$ cat config.mk
export PLATFORM = sky130hd
export DESIGN_NAME = keyboard_wedge_code_capture
export DESIGN_NICKNAME = d
export VERILOG_FILES = /design/src/rtl/kwcc_pkg.sv /design/src/rtl/kwcc_ctrl.sv /design/src/rtl/kwcc_datapath.sv /design/src/rtl/keyboard_wedge_code_capture.sv
export SDC_FILE = /design/constraint.sdc
export NUM_CORES = 1
export LEC_CHECK = 0
export BUFFER_PORTS_ARGS = -buffer_cell sky130_fd_sc_hd__buf_4
export CAP_MARGIN = 20
export CORE_AREA = 4 4 248 250
export CTS_CLUSTER_DIAMETER = 80
export DETAILED_ROUTE_END_ITERATION = 8
export DIE_AREA = 0 0 252 254
export PLACE_DENSITY_LB_ADDON = 0.1
export SYNTH_ARGS = -nofsm -noshare
export SYNTH_HDL_FRONTEND = slang
export SYNTH_HIERARCHICAL = 1
export SYNTH_SLANG_ARGS = --single-unit
export TNS_END_PERCENT = 20
$ cat constraint.sdc
create_clock -name clock -period 5 [get_ports clock]
set_input_delay 1 -clock clock [delete_from_list [all_inputs] [get_ports clock]]
set_output_delay 1 -clock clock [all_outputs]
set_load 0.01 [all_outputs]
$ cat src/rtl/kwcc_pkg.sv
`default_nettype none
// ----------------------------------------------------------------------------
// Keyboard wedge code capture package
// Shared widths, codes and controller/datapath interface types.
// ----------------------------------------------------------------------------
package kwcc_pkg;

   localparam int KEY_W      = 17;
   localparam int TIME_W     = 32;
   localparam int GAP_W      = 16;
   localparam int KIND_W     = 2;
   localparam int BYTE_W     = 8;
   localparam int CSR_IDX_W  = 3;
   localparam int CSR_DATA_W = 17;

   localparam logic REQ_KEY  = 1'b0;
   localparam logic REQ_READ = 1'b1;

   localparam logic [KIND_W-1:0] KIND_KEY  = 2'd0;
   localparam logic [KIND_W-1:0] KIND_BYTE = 2'd1;
   localparam logic [KIND_W-1:0] KIND_NONE = 2'd2;

   localparam logic [CSR_IDX_W-1:0] CSR_WEDGE_ENABLE  = 3'd0;
   localparam logic [CSR_IDX_W-1:0] CSR_PREFIX_KEY    = 3'd1;
   localparam logic [CSR_IDX_W-1:0] CSR_SUFFIX_KEY    = 3'd2;
   localparam logic [CSR_IDX_W-1:0] CSR_KEYBOARD_KIND = 3'd3;
   localparam logic [CSR_IDX_W-1:0] CSR_GAP_TIMEOUT   = 3'd4;

   localparam logic [KEY_W-1:0] IDLE_CODE_PC  = 17'h1FC19;
   localparam logic [KEY_W-1:0] IDLE_CODE_KB  = 17'h0F000;
   localparam logic [KEY_W-1:0] PREFIX_RESET  = 17'd0;
   localparam logic [KEY_W-1:0] SUFFIX_RESET  = 17'd13;
   localparam logic [GAP_W-1:0] GAP_RESET     = 16'd36;

   typedef struct packed {
      logic take_single;
      logic rd_start;
      logic send_byte;
   } kwcc_cmd_type;

   typedef struct packed {
      logic out_free;
      logic code_avail;
      logic rd_last;
   } kwcc_status_type;

endpackage
`default_nettype wire

$ cat src/rtl/kwcc_ctrl.sv
`default_nettype none
// ----------------------------------------------------------------------------
// Keyboard wedge code capture controller
// Sequences single-result requests and the byte stream of a code read.
// ----------------------------------------------------------------------------
module kwcc_ctrl
   import kwcc_pkg::*;
(
   input  wire logic            clock,
   input  wire logic            reset,
   input  wire logic            req_tvalid,
   output logic                 req_tready,
   input  wire logic            req_tuser,
   input  wire kwcc_status_type status,
   output kwcc_cmd_type         cmd
);

   typedef enum logic [2:0] {
      ST_IDLE  = 3'b001,
      ST_FETCH = 3'b010,
      ST_SEND  = 3'b100
   } kwcc_state_type;

   kwcc_state_type state_ff, state_in;

   always_comb begin
      state_in        = state_ff;
      req_tready      = 1'b0;
      cmd.take_single = 1'b0;
      cmd.rd_start    = 1'b0;
      cmd.send_byte   = 1'b0;
      case (state_ff)
         ST_IDLE: begin
            req_tready = status.out_free;
            if (req_tvalid && status.out_free) begin
               if (req_tuser == REQ_READ && status.code_avail) begin
                  cmd.rd_start = 1'b1;
                  state_in     = ST_FETCH;
               end else begin
                  cmd.take_single = 1'b1;
               end
            end
         end
         ST_FETCH: begin
            state_in = ST_SEND;
         end
         ST_SEND: begin
            if (status.out_free) begin
               cmd.send_byte = 1'b1;
               if (status.rd_last) begin
                  state_in = ST_IDLE;
               end
            end
         end
         default: begin
            state_in = ST_IDLE;
         end
      endcase
   end

   always_ff @(posedge clock) begin
      if (reset) begin
         state_ff <= ST_IDLE;
      end else begin
         state_ff <= state_in;
      end
   end

endmodule
`default_nettype wire

$ cat src/rtl/kwcc_datapath.sv
`default_nettype none
// ----------------------------------------------------------------------------
// Keyboard wedge code capture datapath
// Configuration, capture state, code memory and the result register.
// ----------------------------------------------------------------------------
module kwcc_datapath
   import kwcc_pkg::*;
#(
   parameter int CODE_DEPTH = 64
) (
   input  wire logic                  clock,
   input  wire logic                  reset,
   input  wire logic                  csr_write,
   input  wire logic [CSR_IDX_W-1:0]  csr_index,
   input  wire logic [CSR_DATA_W-1:0] csr_data,
   input  wire logic                  req_type,
   input  wire logic [KEY_W-1:0]      key_code,
   input  wire logic [TIME_W-1:0]     time_now,
   input  wire kwcc_cmd_type          cmd,
   output kwcc_status_type            status,
   input  wire logic                  rsp_tready,
   output logic                       rsp_tvalid,
   output logic [KIND_W-1:0]          rsp_kind,
   output logic [KEY_W-1:0]           rsp_value,
   output logic                       rsp_last
);

   localparam int AW = (CODE_DEPTH > 1) ? $clog2(CODE_DEPTH) : 1;
   localparam int FW = $clog2(CODE_DEPTH + 1);

   logic              enable_ff;
   logic [KEY_W-1:0]  prefix_ff;
   logic [KEY_W-1:0]  suffix_ff;
   logic              kb_kind_ff;
   logic [GAP_W-1:0]  gap_ff;

   logic              capturing_ff, capturing_in;
   logic              code_ready_ff, code_ready_in;
   logic [FW-1:0]     fill_ff, fill_in;
   logic [TIME_W-1:0] last_time_ff, last_time_in;
   logic [AW-1:0]     idx_ff, idx_in;

   logic              rsp_valid_ff, rsp_valid_in;
   logic [KIND_W-1:0] rsp_kind_ff, rsp_kind_in;
   logic [KEY_W-1:0]  rsp_value_ff, rsp_value_in;
   logic              rsp_last_ff, rsp_last_in;

   logic [BYTE_W-1:0] mem [CODE_DEPTH];
   logic [BYTE_W-1:0] rd_data_ff;
   logic [AW-1:0]     rd_addr;
   logic              mem_we;

   logic [KEY_W-1:0]  idle_code;
   logic [TIME_W-1:0] gap_elapsed;
   logic              gap_over;
   logic              store_room;
   logic [KEY_W-1:0]  ret_code;

   assign idle_code   = kb_kind_ff ? IDLE_CODE_PC : IDLE_CODE_KB;
   assign gap_elapsed = time_now - last_time_ff;
   assign gap_over    = gap_elapsed > {{(TIME_W-GAP_W){1'b0}}, gap_ff};
   assign store_room  = fill_ff < FW'(CODE_DEPTH);

   assign status.out_free   = !rsp_valid_ff || rsp_tready;
   assign status.code_avail = enable_ff && code_ready_ff && (fill_ff != '0);
   assign status.rd_last    = (FW'(idx_ff) + FW'(1)) == fill_ff;

   assign rd_addr = (cmd.send_byte && !status.rd_last) ? idx_ff + AW'(1) : idx_ff;

   always_comb begin
      capturing_in  = capturing_ff;
      code_ready_in = code_ready_ff;
      fill_in       = fill_ff;
      last_time_in  = last_time_ff;
      idx_in        = idx_ff;
      mem_we        = 1'b0;
      ret_code      = idle_code;
      rsp_valid_in  = rsp_valid_ff && !rsp_tready;
      rsp_kind_in   = rsp_kind_ff;
      rsp_value_in  = rsp_value_ff;
      rsp_last_in   = rsp_last_ff;

      if (cmd.take_single) begin
         rsp_valid_in = 1'b1;
         rsp_last_in  = 1'b1;
         rsp_kind_in  = KIND_KEY;
         rsp_value_in = key_code;
         if (req_type == REQ_READ) begin
            rsp_kind_in  = KIND_NONE;
            rsp_value_in = '0;
            if (enable_ff && code_ready_ff) begin
               code_ready_in = 1'b0;
            end
         end else if (enable_ff) begin
            if (capturing_ff) begin
               if (key_code == idle_code) begin
                  if (gap_over) begin
                     if (fill_ff == '0) begin
                        ret_code = prefix_ff;
                     end
                     capturing_in = 1'b0;
                  end
               end else if (key_code == suffix_ff) begin
                  capturing_in  = 1'b0;
                  code_ready_in = 1'b1;
               end else if (store_room) begin
                  mem_we  = 1'b1;
                  fill_in = fill_ff + FW'(1);
               end else begin
                  capturing_in = 1'b0;
               end
               last_time_in = time_now;
               rsp_value_in = ret_code;
            end else if (key_code == prefix_ff) begin
               capturing_in = 1'b1;
               last_time_in = time_now;
               fill_in      = '0;
               rsp_value_in = idle_code;
            end
         end
      end

      if (cmd.rd_start) begin
         code_ready_in = 1'b0;
         idx_in        = '0;
      end

      if (cmd.send_byte) begin
         rsp_valid_in = 1'b1;
         rsp_kind_in  = KIND_BYTE;
         rsp_value_in = {{(KEY_W-BYTE_W){1'b0}}, rd_data_ff};
         rsp_last_in  = status.rd_last;
         if (!status.rd_last) begin
            idx_in = idx_ff + AW'(1);
         end
      end
   end

   always_ff @(posedge clock) begin
      if (reset) begin
         enable_ff     <= 1'b0;
         prefix_ff     <= PREFIX_RESET;
         suffix_ff     <= SUFFIX_RESET;
         kb_kind_ff    <= 1'b0;
         gap_ff        <= GAP_RESET;
         capturing_ff  <= 1'b0;
         code_ready_ff <= 1'b0;
         fill_ff       <= '0;
         last_time_ff  <= '0;
         idx_ff        <= '0;
         rsp_valid_ff  <= 1'b0;
      end else begin
         if (csr_write) begin
            case (csr_index)
               CSR_WEDGE_ENABLE:  enable_ff  <= csr_data[0];
               CSR_PREFIX_KEY:    prefix_ff  <= csr_data;
               CSR_SUFFIX_KEY:    suffix_ff  <= csr_data;
               CSR_KEYBOARD_KIND: kb_kind_ff <= csr_data[0];
               CSR_GAP_TIMEOUT:   gap_ff     <= csr_data[GAP_W-1:0];
               default: begin
               end
            endcase
         end
         capturing_ff  <= capturing_in;
         code_ready_ff <= code_ready_in;
         fill_ff       <= fill_in;
         last_time_ff  <= last_time_in;
         idx_ff        <= idx_in;
         rsp_valid_ff  <= rsp_valid_in;
      end
   end

   always_ff @(posedge clock) begin
      rsp_kind_ff  <= rsp_kind_in;
      rsp_value_ff <= rsp_value_in;
      rsp_last_ff  <= rsp_last_in;
   end

   always_ff @(posedge clock) begin
      if (mem_we) begin
         mem[fill_ff[AW-1:0]] <= key_code[BYTE_W-1:0];
      end
      rd_data_ff <= mem[rd_addr];
   end

   assign rsp_tvalid = rsp_valid_ff;
   assign rsp_kind   = rsp_kind_ff;
   assign rsp_value  = rsp_value_ff;
   assign rsp_last   = rsp_last_ff;

`ifndef SYNTH
   a_fill_bound: assert property (@(posedge clock) disable iff (reset)
      fill_ff <= FW'(CODE_DEPTH))
      else $error("fill count exceeds code depth");

   a_load_when_free: assert property (@(posedge clock) disable iff (reset)
      (cmd.take_single || cmd.send_byte) |-> status.out_free)
      else $error("result register overwritten while stalled");

   a_read_consumes: assert property (@(posedge clock) disable iff (reset)
      cmd.rd_start |=> !code_ready_ff)
      else $error("code still marked ready after read start");

   a_one_command: assert property (@(posedge clock) disable iff (reset)
      $onehot0({cmd.take_single, cmd.rd_start, cmd.send_byte}))
      else $error("more than one datapath command at once");
`endif

endmodule
`default_nettype wire

$ cat src/rtl/keyboard_wedge_code_capture.sv
`default_nettype none
// ----------------------------------------------------------------------------
// Keyboard wedge code capture
// Separates scanner codes from a keyboard key stream and reads them back.
// ----------------------------------------------------------------------------
// Requests arrive on req_*: tuser 0 is a key event, 1 reads the stored code.
// A key event yields one registered result: the key itself, the idle key
// code while a scan is swallowed, or the prefix key when a timeout ends an
// empty scan. A read yields one "no code" result, or the stored bytes after a
// memory fetch, one per cycle while the receiver takes them, with tlast on
// the final byte. Key events run at one per cycle while the receiver keeps up.
// Results sit in a single output register; when the receiver stalls the
// register holds and no new request is taken until it frees up.
// Configuration is to be written on csr_* only while no request is in
// progress; the block itself does not enforce this. Reset restores the
// register defaults and clears capture state and the ready flag; the code
// memory is not cleared and needs no clearing pass.
// ----------------------------------------------------------------------------
module keyboard_wedge_code_capture
   import kwcc_pkg::*;
#(
   parameter int CODE_DEPTH = 64
) (
   input  wire logic                  clock,
   input  wire logic                  reset,
   input  wire logic                  csr_valid,
   output logic                       csr_ready,
   input  wire logic [CSR_IDX_W-1:0]  csr_index,
   input  wire logic [CSR_DATA_W-1:0] csr_data,
   input  wire logic                  req_tvalid,
   output logic                       req_tready,
   input  wire logic [55:0]           req_tdata,  // key_code[16:0], time_now[48:17]
   input  wire logic                  req_tuser,  // req_type
   output logic                       rsp_tvalid,
   input  wire logic                  rsp_tready,
   output logic [23:0]                rsp_tdata,  // out_value[16:0]
   output logic [KIND_W-1:0]          rsp_tuser,  // out_kind[1:0]
   output logic                       rsp_tlast   // out_last
);

   kwcc_cmd_type    cmd;
   kwcc_status_type status;
   logic [KEY_W-1:0] rsp_value;

   assign csr_ready = 1'b1;

   kwcc_ctrl u_ctrl (
      .clock      (clock),
      .reset      (reset),
      .req_tvalid (req_tvalid),
      .req_tready (req_tready),
      .req_tuser  (req_tuser),
      .status     (status),
      .cmd        (cmd)
   );

   kwcc_datapath #(
      .CODE_DEPTH (CODE_DEPTH)
   ) u_datapath (
      .clock      (clock),
      .reset      (reset),
      .csr_write  (csr_valid),
      .csr_index  (csr_index),
      .csr_data   (csr_data),
      .req_type   (req_tuser),
      .key_code   (req_tdata[KEY_W-1:0]),
      .time_now   (req_tdata[KEY_W+TIME_W-1:KEY_W]),
      .cmd        (cmd),
      .status     (status),
      .rsp_tready (rsp_tready),
      .rsp_tvalid (rsp_tvalid),
      .rsp_kind   (rsp_tuser),
      .rsp_value  (rsp_value),
      .rsp_last   (rsp_tlast)
   );

   assign rsp_tdata = {{(24-KEY_W){1'b0}}, rsp_value};

endmodule
`default_nettype wire
# Word level (Yosys, flattened, before mapping)

Memories as Yosys holds them, arrays and structs flattened. A register that Yosys moved wholly into a read port is not among the register bits.
Index checks and enable logic that the tools add are counted.

$add $sub $neg: 4
Bitwise gates (word level): 1
Magnitude comparators: 2
Eq/ne operators: 20
Reduce and logical (&&, ||, !) cells: 29
Multiplexer cells: 57

Operators with widths:

| cell                                                 | count |
|---|---|
| 2-to-1 mux 17 bit                                    | 8 |
| 2-to-1 mux 32 bit                                    | 2 |
| equality test 17 bit                                 | 3 |
| 2-to-1 mux 7 bit                                     | 5 |
| > comparator 32 x 16 -> 1 bit                        | 1 |
| subtractor 32 bit                                    | 1 |
| 2-to-1 mux 1 bit                                     | 28 |
| 2-to-1 mux 6 bit                                     | 4 |
| 2-to-1 mux 8 bit                                     | 2 |
| 2-to-1 mux 3 bit                                     | 4 |
| != test 2 x 1 -> 1 bit (second input constant)       | 5 |
| AND reduction 2 bit                                  | 5 |
| nonzero test 2 bit                                   | 5 |
| equality test 3 x 2 -> 1 bit (second input constant) | 3 |
| one-hot mux 3 bit (3 select lines)                   | 1 |
| != test 2 bit (second input constant)                | 4 |
| AND reduction 4 bit                                  | 2 |
| adder 6 x 1 -> 7 bit (second input constant)         | 1 |
| adder 7 x 1 -> 7 bit (second input constant)         | 1 |
| equality test 7 bit                                  | 1 |
| logical NOT 7 bit                                    | 1 |
| < comparator 7 bit (second input constant)           | 1 |
| AND reduction 7 bit                                  | 1 |
| nonzero test 7 bit                                   | 1 |
| 12 further kinds                                     | 23 |

Register bits after elaboration: 123
Output and inout bits: 30
Memories: 1
Bits in writable memories: 512

Memories:

| name           | words | width | rd ports | clocked after memory_dff | write ports | RTL line            | text |
|---|---|---|---|---|---|---|---|
| u_datapath.mem | 64    | 8     | 1        | 1                        | 1           | kwcc_datapath.sv:48 | `logic [BYTE_W-1:0] mem [CODE_DEPTH];` |

# Depth between registers and ports, before layout

Depth in word-level cells: 10
Mapped depth: 21
Mapped depth without buffers: 20

# By module

Netlist, hierarchy kept.

By module, submodules not included:

| module                      | cells an instance | times used | area an instance (um^2) |
|---|---|---|---|
| kwcc_datapath               | 2792              | 1          | 32125.8 |
| kwcc_ctrl                   | 15                | 1          | 141.4 |
| keyboard_wedge_code_capture | 10                | 1          | 67.6 |

# Least setup slack after synthesis

OpenSTA, ideal clock, no wires.

Kind: input -> register
Start point: input req_tdata[17]
End point: register u_datapath.rsp_value_ff[0] (netlist: u_datapath/rsp_value[0]), data pin
Path buffers: 0
Setup slack: -0.231 ns
Cell stages on the path: 19
Data arrival time: 4.975 ns
Cells stage by stage: inv_1 -> ha_1 -> fa_1 -> nand2b_1 -> a21oi_1 -> nor2b_1 -> nor2_1 -> nor2_1 -> o21bai_1 -> xor2_1 -> ha_1 -> nand4_1 -> or4_1 -> a2111oi_0 -> o2111ai_1 -> nor4_1 -> a41oi_1 -> or2_1 -> a31o_2

Cells in the longest elaborated chain, start to end: 9

RTL lines:

| element                              | RTL line                          | text |
|---|---|---|
| start: declaration                   | keyboard_wedge_code_capture.sv:32 | `input wire logic [55:0] req_tdata,` |
| subtractor 32 bit                    | kwcc_datapath.sv:60               | `assign gap_elapsed = time_now - last_time_ff;` |
| > comparator 32 x 16 -> 1 bit        | kwcc_datapath.sv:61               | `assign gap_over = gap_elapsed > {{(TIME_W-GAP_W){1'b0}}, gap_ff};` |
| 2-to-1 mux 17 bit                    | kwcc_datapath.sv:97               | `if (gap_over) begin` |
| 2-to-1 mux 17 bit                    | kwcc_datapath.sv:96               | `if (key_code == idle_code) begin` |
| 2-to-1 mux 17 bit                    | kwcc_datapath.sv:95               | `if (capturing_ff) begin` |
| 2-to-1 mux 17 bit                    | kwcc_datapath.sv:94               | `end else if (enable_ff) begin` |
| 2-to-1 mux 17 bit                    | kwcc_datapath.sv:88               | `if (req_type == REQ_READ) begin` |
| 2-to-1 mux 8 bit                     | kwcc_datapath.sv:83               | `if (cmd.take_single) begin` |
| 2-to-1 mux 8 bit                     | kwcc_datapath.sv:128              | `if (cmd.send_byte) begin` |
| named net u_datapath.rsp_value_in[0] | kwcc_datapath.sv:45               | `logic [KEY_W-1:0] rsp_value_ff, rsp_value_in;` |
| end signal: assignment               | kwcc_datapath.sv:175              | `rsp_value_ff <= rsp_value_in;` |
| end: declaration                     | kwcc_datapath.sv:45               |  |

The timed path passes the listed nets, and every way through them passes these cells. The select of a mux whose other input is x is not followed.
A chain may end at the register's enable or synchronous reset.

# Worst setup path after layout

Same ends and word-level chain as after synthesis.

==> results.md <==
- Run status: complete, no violations
- Initial antenna violation count: 2
- Overall die height: 254 um
- Remaining global-route overflow: 0
- Diodes inserted: 0
- First-pass GRT wire length: 141100 um
- Clock-pin slew on the worst setup and hold paths: 0.06 ns
- Final net count: 3110
- Synthesized cell area: 32330 sq um
- # IOs: about 110
- Setup crit start kind: input pin
- Post-CTS Hold Fix Bufs: 0
- Clk pwr share: 0.458
- Net switching power: about 2.5 mW
- Crit path from: req_tdata[17]
- Placed cells: 3674
- Area grow syn2layout: 15.10%
- Clk_lat worst skew: approximately 0.62 ns
- Cell Chain, Critical Path: buf_4, inv_1, ha_1, fa_1, nand2b_1, a21oi_1, nor2b_1, nor2_1, nor2_1, o21bai_1, xor2_1, ha_1, nand4_1, or4_1, a2111oi_2, o2111ai_1, nor4_2, a41oi_2, or2_1, a31o_2
- Initial drt markers: around 2.6k
- Ys flop type: edfxtp_1
- Most common cell in the netlist: edfxtp_1
- Max Root-Sink Buffers: 3
- Total design power: 11.72 mW
- Leakage: 11.94 nW
- PwrDens: 314.9 nW/um^2
- Max-slew violations: 0
- H-tree depth: 3
- FP Rows: 89
- Yosys cell types: 93
- Final instance area: 37220 sq um
- Setup bufs post-CTS: 0
- Initial Util: 0.5479
- Core area: slightly below 60000 sq um
- TritonCTS Buffers: 71
- GPL Wtd Cong: 0.9500
- Post-cts sizing count: 0
- Sw Share: 0.2165
- Critical Path RT: approximately 5.4 ns
- Cell count of the worst reg-to-reg path: 17
- Share of layout cells above drive strength 1: 0.1744
- Min cycle time layout: ~4.6 ns
- Crit path DAT: 5.01 ns
- Synth Warn #: 6
- CTS tree: built
- Crit-path max cell delay: around 0.57 ns
- Relative slew slack: 0.2425
- Cells after Synth: 2817
- GRT Util Overall: 0.2831
- Final wirelength: 92760 um
- Largest net degree at the start of global routing: roughly 140
- Max-cap violation count: 0
- # DRC: 0
- Leading area contributor after synthesis: edfxtp_1
- Reg2reg setup slack: 0.47 ns
- Root Driver: clkbuf_16
- Cell Count, Final, Fillers Out: 3806
- Mean routed wirelength per cell: about 24 um
- Achievable Freq: ~220 MHz
- CP Class: input pin to register
- Finish-stage setup viols: 0
- Nature of the critical path endpoint: register
- Synth top area cells: edfxtp_1 (48%), dfxtp_1 (7.6%), mux2i_1 (6.7%), nand2_1 (3.7%), a21oi_1 (2.9%)
- Hold Path Class: register to register
- Hold_ws: 0.4532 ns
- Synth top area share: 0.4838
- Worst-path fanout max: 2
- Crit path to: u_datapath/rsp_value[0]
- Die span in x: around 250 um
- Number of synthesized register bits: 643
- Post-synth top cells: edfxtp_1 (521), nand2_1 (320), mux2i_1 (217), a21oi_1 (185), nor2_1 (149)
- Sequential share of power: 0.496
- R2r startpoint: u_datapath/last_time_ff[2]
- Cell Int Power: 9.183 mW
- Final worst-path cycle share: 0.9297
- Vias in the first global route: 23.84k
- Slew @ Worst Pin: 1.132 ns
- Register area share after synthesis: 0.5594
- Post-DR vias/cell: about 6.5
- Final count of hold timing violations: 0
- Final ANT Viol Nets: 0
- Pre-antenna DRT Iters: 7
- VDD IR max: between 0.0003 and 0.0004 V
- EDFF count, synth: 521
- Port buffer count: 96
- Async set-reset flop share out of synthesis: 0
- Vias: 24.63k
- Placed cell area: 34770 sq um
- Die area: 64010 sq um
- CP max-delay cell: or4_1
- R2r endpoint: u_datapath/rsp_value[0]
- CTS sink cnt: 643
- Comb power frac: 0.045
- RSZ-0062 raised after global routing: no
- Final Skew: 0.02872 ns
- Detailed placement HPWL: 61090 um
- Syn avg cell area: 11.48 sq um
worst max-delay path, delay by kind of cell:
family	cells	cell delay, ns
buffers and inverters	2	0.12
adders and majority gates	3	0.89
xor gates and xnor gates	1	0.10
AOI/OAI and AO/OA	6	1.29
and+or+nand+nor	8	1.61
sequential cells by signal, summed over array words and instances (netlist names):
register	cells
u_datapath/capturing_ff	1
u_datapath/rd_data_ff	8
u_datapath/prefix_ff	17
u_datapath/last_time_ff	32
u_datapath/gap_ff	16
u_datapath/rsp_value	17
u_datapath/suffix_ff	17
u_datapath/rsp_last	1
u_datapath/mem	512
u_datapath/fill_ff	7
u_datapath/rsp_tvalid	1
u_ctrl/state_ff	3
u_datapath/rsp_kind	2
u_datapath/code_ready_ff	1
u_datapath/kb_kind_ff	1
u_datapath/enable_ff	1
u_datapath/idx_ff	6
cell usage in the layout, fill, tap and decap left out, types with 32 or more instances in the layout:
master       n
o21ai_0     66
mux2i_1    217
mux4_2      32
o221ai_1    57
edfxtp_1   521
nor2_1     147
nand2_1    320
clkbuf_16   72
o22ai_1     69
o311ai_0    35
inv_1       76
buf_4      285
xor2_1      36
ha_1        49
mux2_2      49
nand4_1     57
nand3_1    105
a31oi_1     40
dfxtp_1    120
a21oi_1    184
logic make-up after synthesis:
| group | count (synthesis) | synth area share |
|---|---|---|
| XOR/XNOR | 65 | 0.01784 |
| multiplexers | 298 | 0.1065 |
| AND/OR/NAND/NOR | 786 | 0.1138 |
| buffers and inverters | 290 | 0.03726 |
| flip-flops | 643 | 0.5594 |
| AO/OA/AOI/OAI | 682 | 0.1450 |
| other | 2 | 0.0002323 |
| adder cells (fa/ha/maj) | 51 | 0.01997 |
cell type report:
| type | instances | area [sq um] |
|---|---|---|
| Multi-Input combinational cell | 1890 | 13180 |
| Clock buffer | 85 | 1881 |
| Clock inverter | 44 | 538.0 |
| Inverter | 80 | 302.8 |
| Timing Repair Buffer | 291 | 2251 |
| Tap cell | 773 | 967.2 |
| Fill cell | 4655 | 21800 |
| Sequential cell | 643 | 18090 |
power by group through the flow:
| stage | Combinational (mW) | Clock [mW] | Sequential, mW |
|---|---|---|---|
| after global placement | 0.515 | 0 | 5.93 |
| after detailed placement | 0.523 | 0 | 5.93 |
| after global routing | 0.577 | 5.70 | 5.82 |
| after floorplan | 0.236 | 0 | 5.93 |
| final | 0.531 | 5.37 | 5.82 |
| after CTS | 0.526 | 5.45 | 5.82 |
metal layers:
| layer | up-vias | wire [um] | track usage |
|---|---|---|---|
| li1 | 11220 | - | - |
| met1 | 12160 | 38160 | 0.3854 |
| met2 | 1067 | 44640 | 0.4722 |
| met3 | 182 | 7165 | 0.04575 |
| met4 | 0 | 2791 | 0.08622 |
| met5 | - | 0 | 0 |
stage by stage:
step                worst slack [ns]  utilization  TNS (ns)
floorplan                   -0.01908            -  -0.03816
global placement             -0.2677       0.5892    -3.356
detailed placement           -0.2717       0.5892    -3.570
CTS                           0.3602       0.6301         0
global route                 0.02650       0.6306         0
finish                        0.3517       0.6306         0
how the worst min path moves through the flow:
| stage | start | to | cells after the start |
|---|---|---|---|
| after floorplan | u_datapath/gap_ff[10] | u_datapath/gap_ff[10] | 2 |
| after global placement | u_datapath/last_time_ff[29] | u_datapath/last_time_ff[29] | 2 |
| after detailed placement | u_datapath/last_time_ff[18] | u_datapath/last_time_ff[18] | 2 |
| after CTS | u_datapath/last_time_ff[18] | u_datapath/last_time_ff[18] | 2 |
| after global routing | u_datapath/last_time_ff[25] | u_datapath/last_time_ff[25] | 2 |
| final | u_datapath/last_time_ff[25] | u_datapath/last_time_ff[25] | 2 |
(Power assumes the default switching activity.)
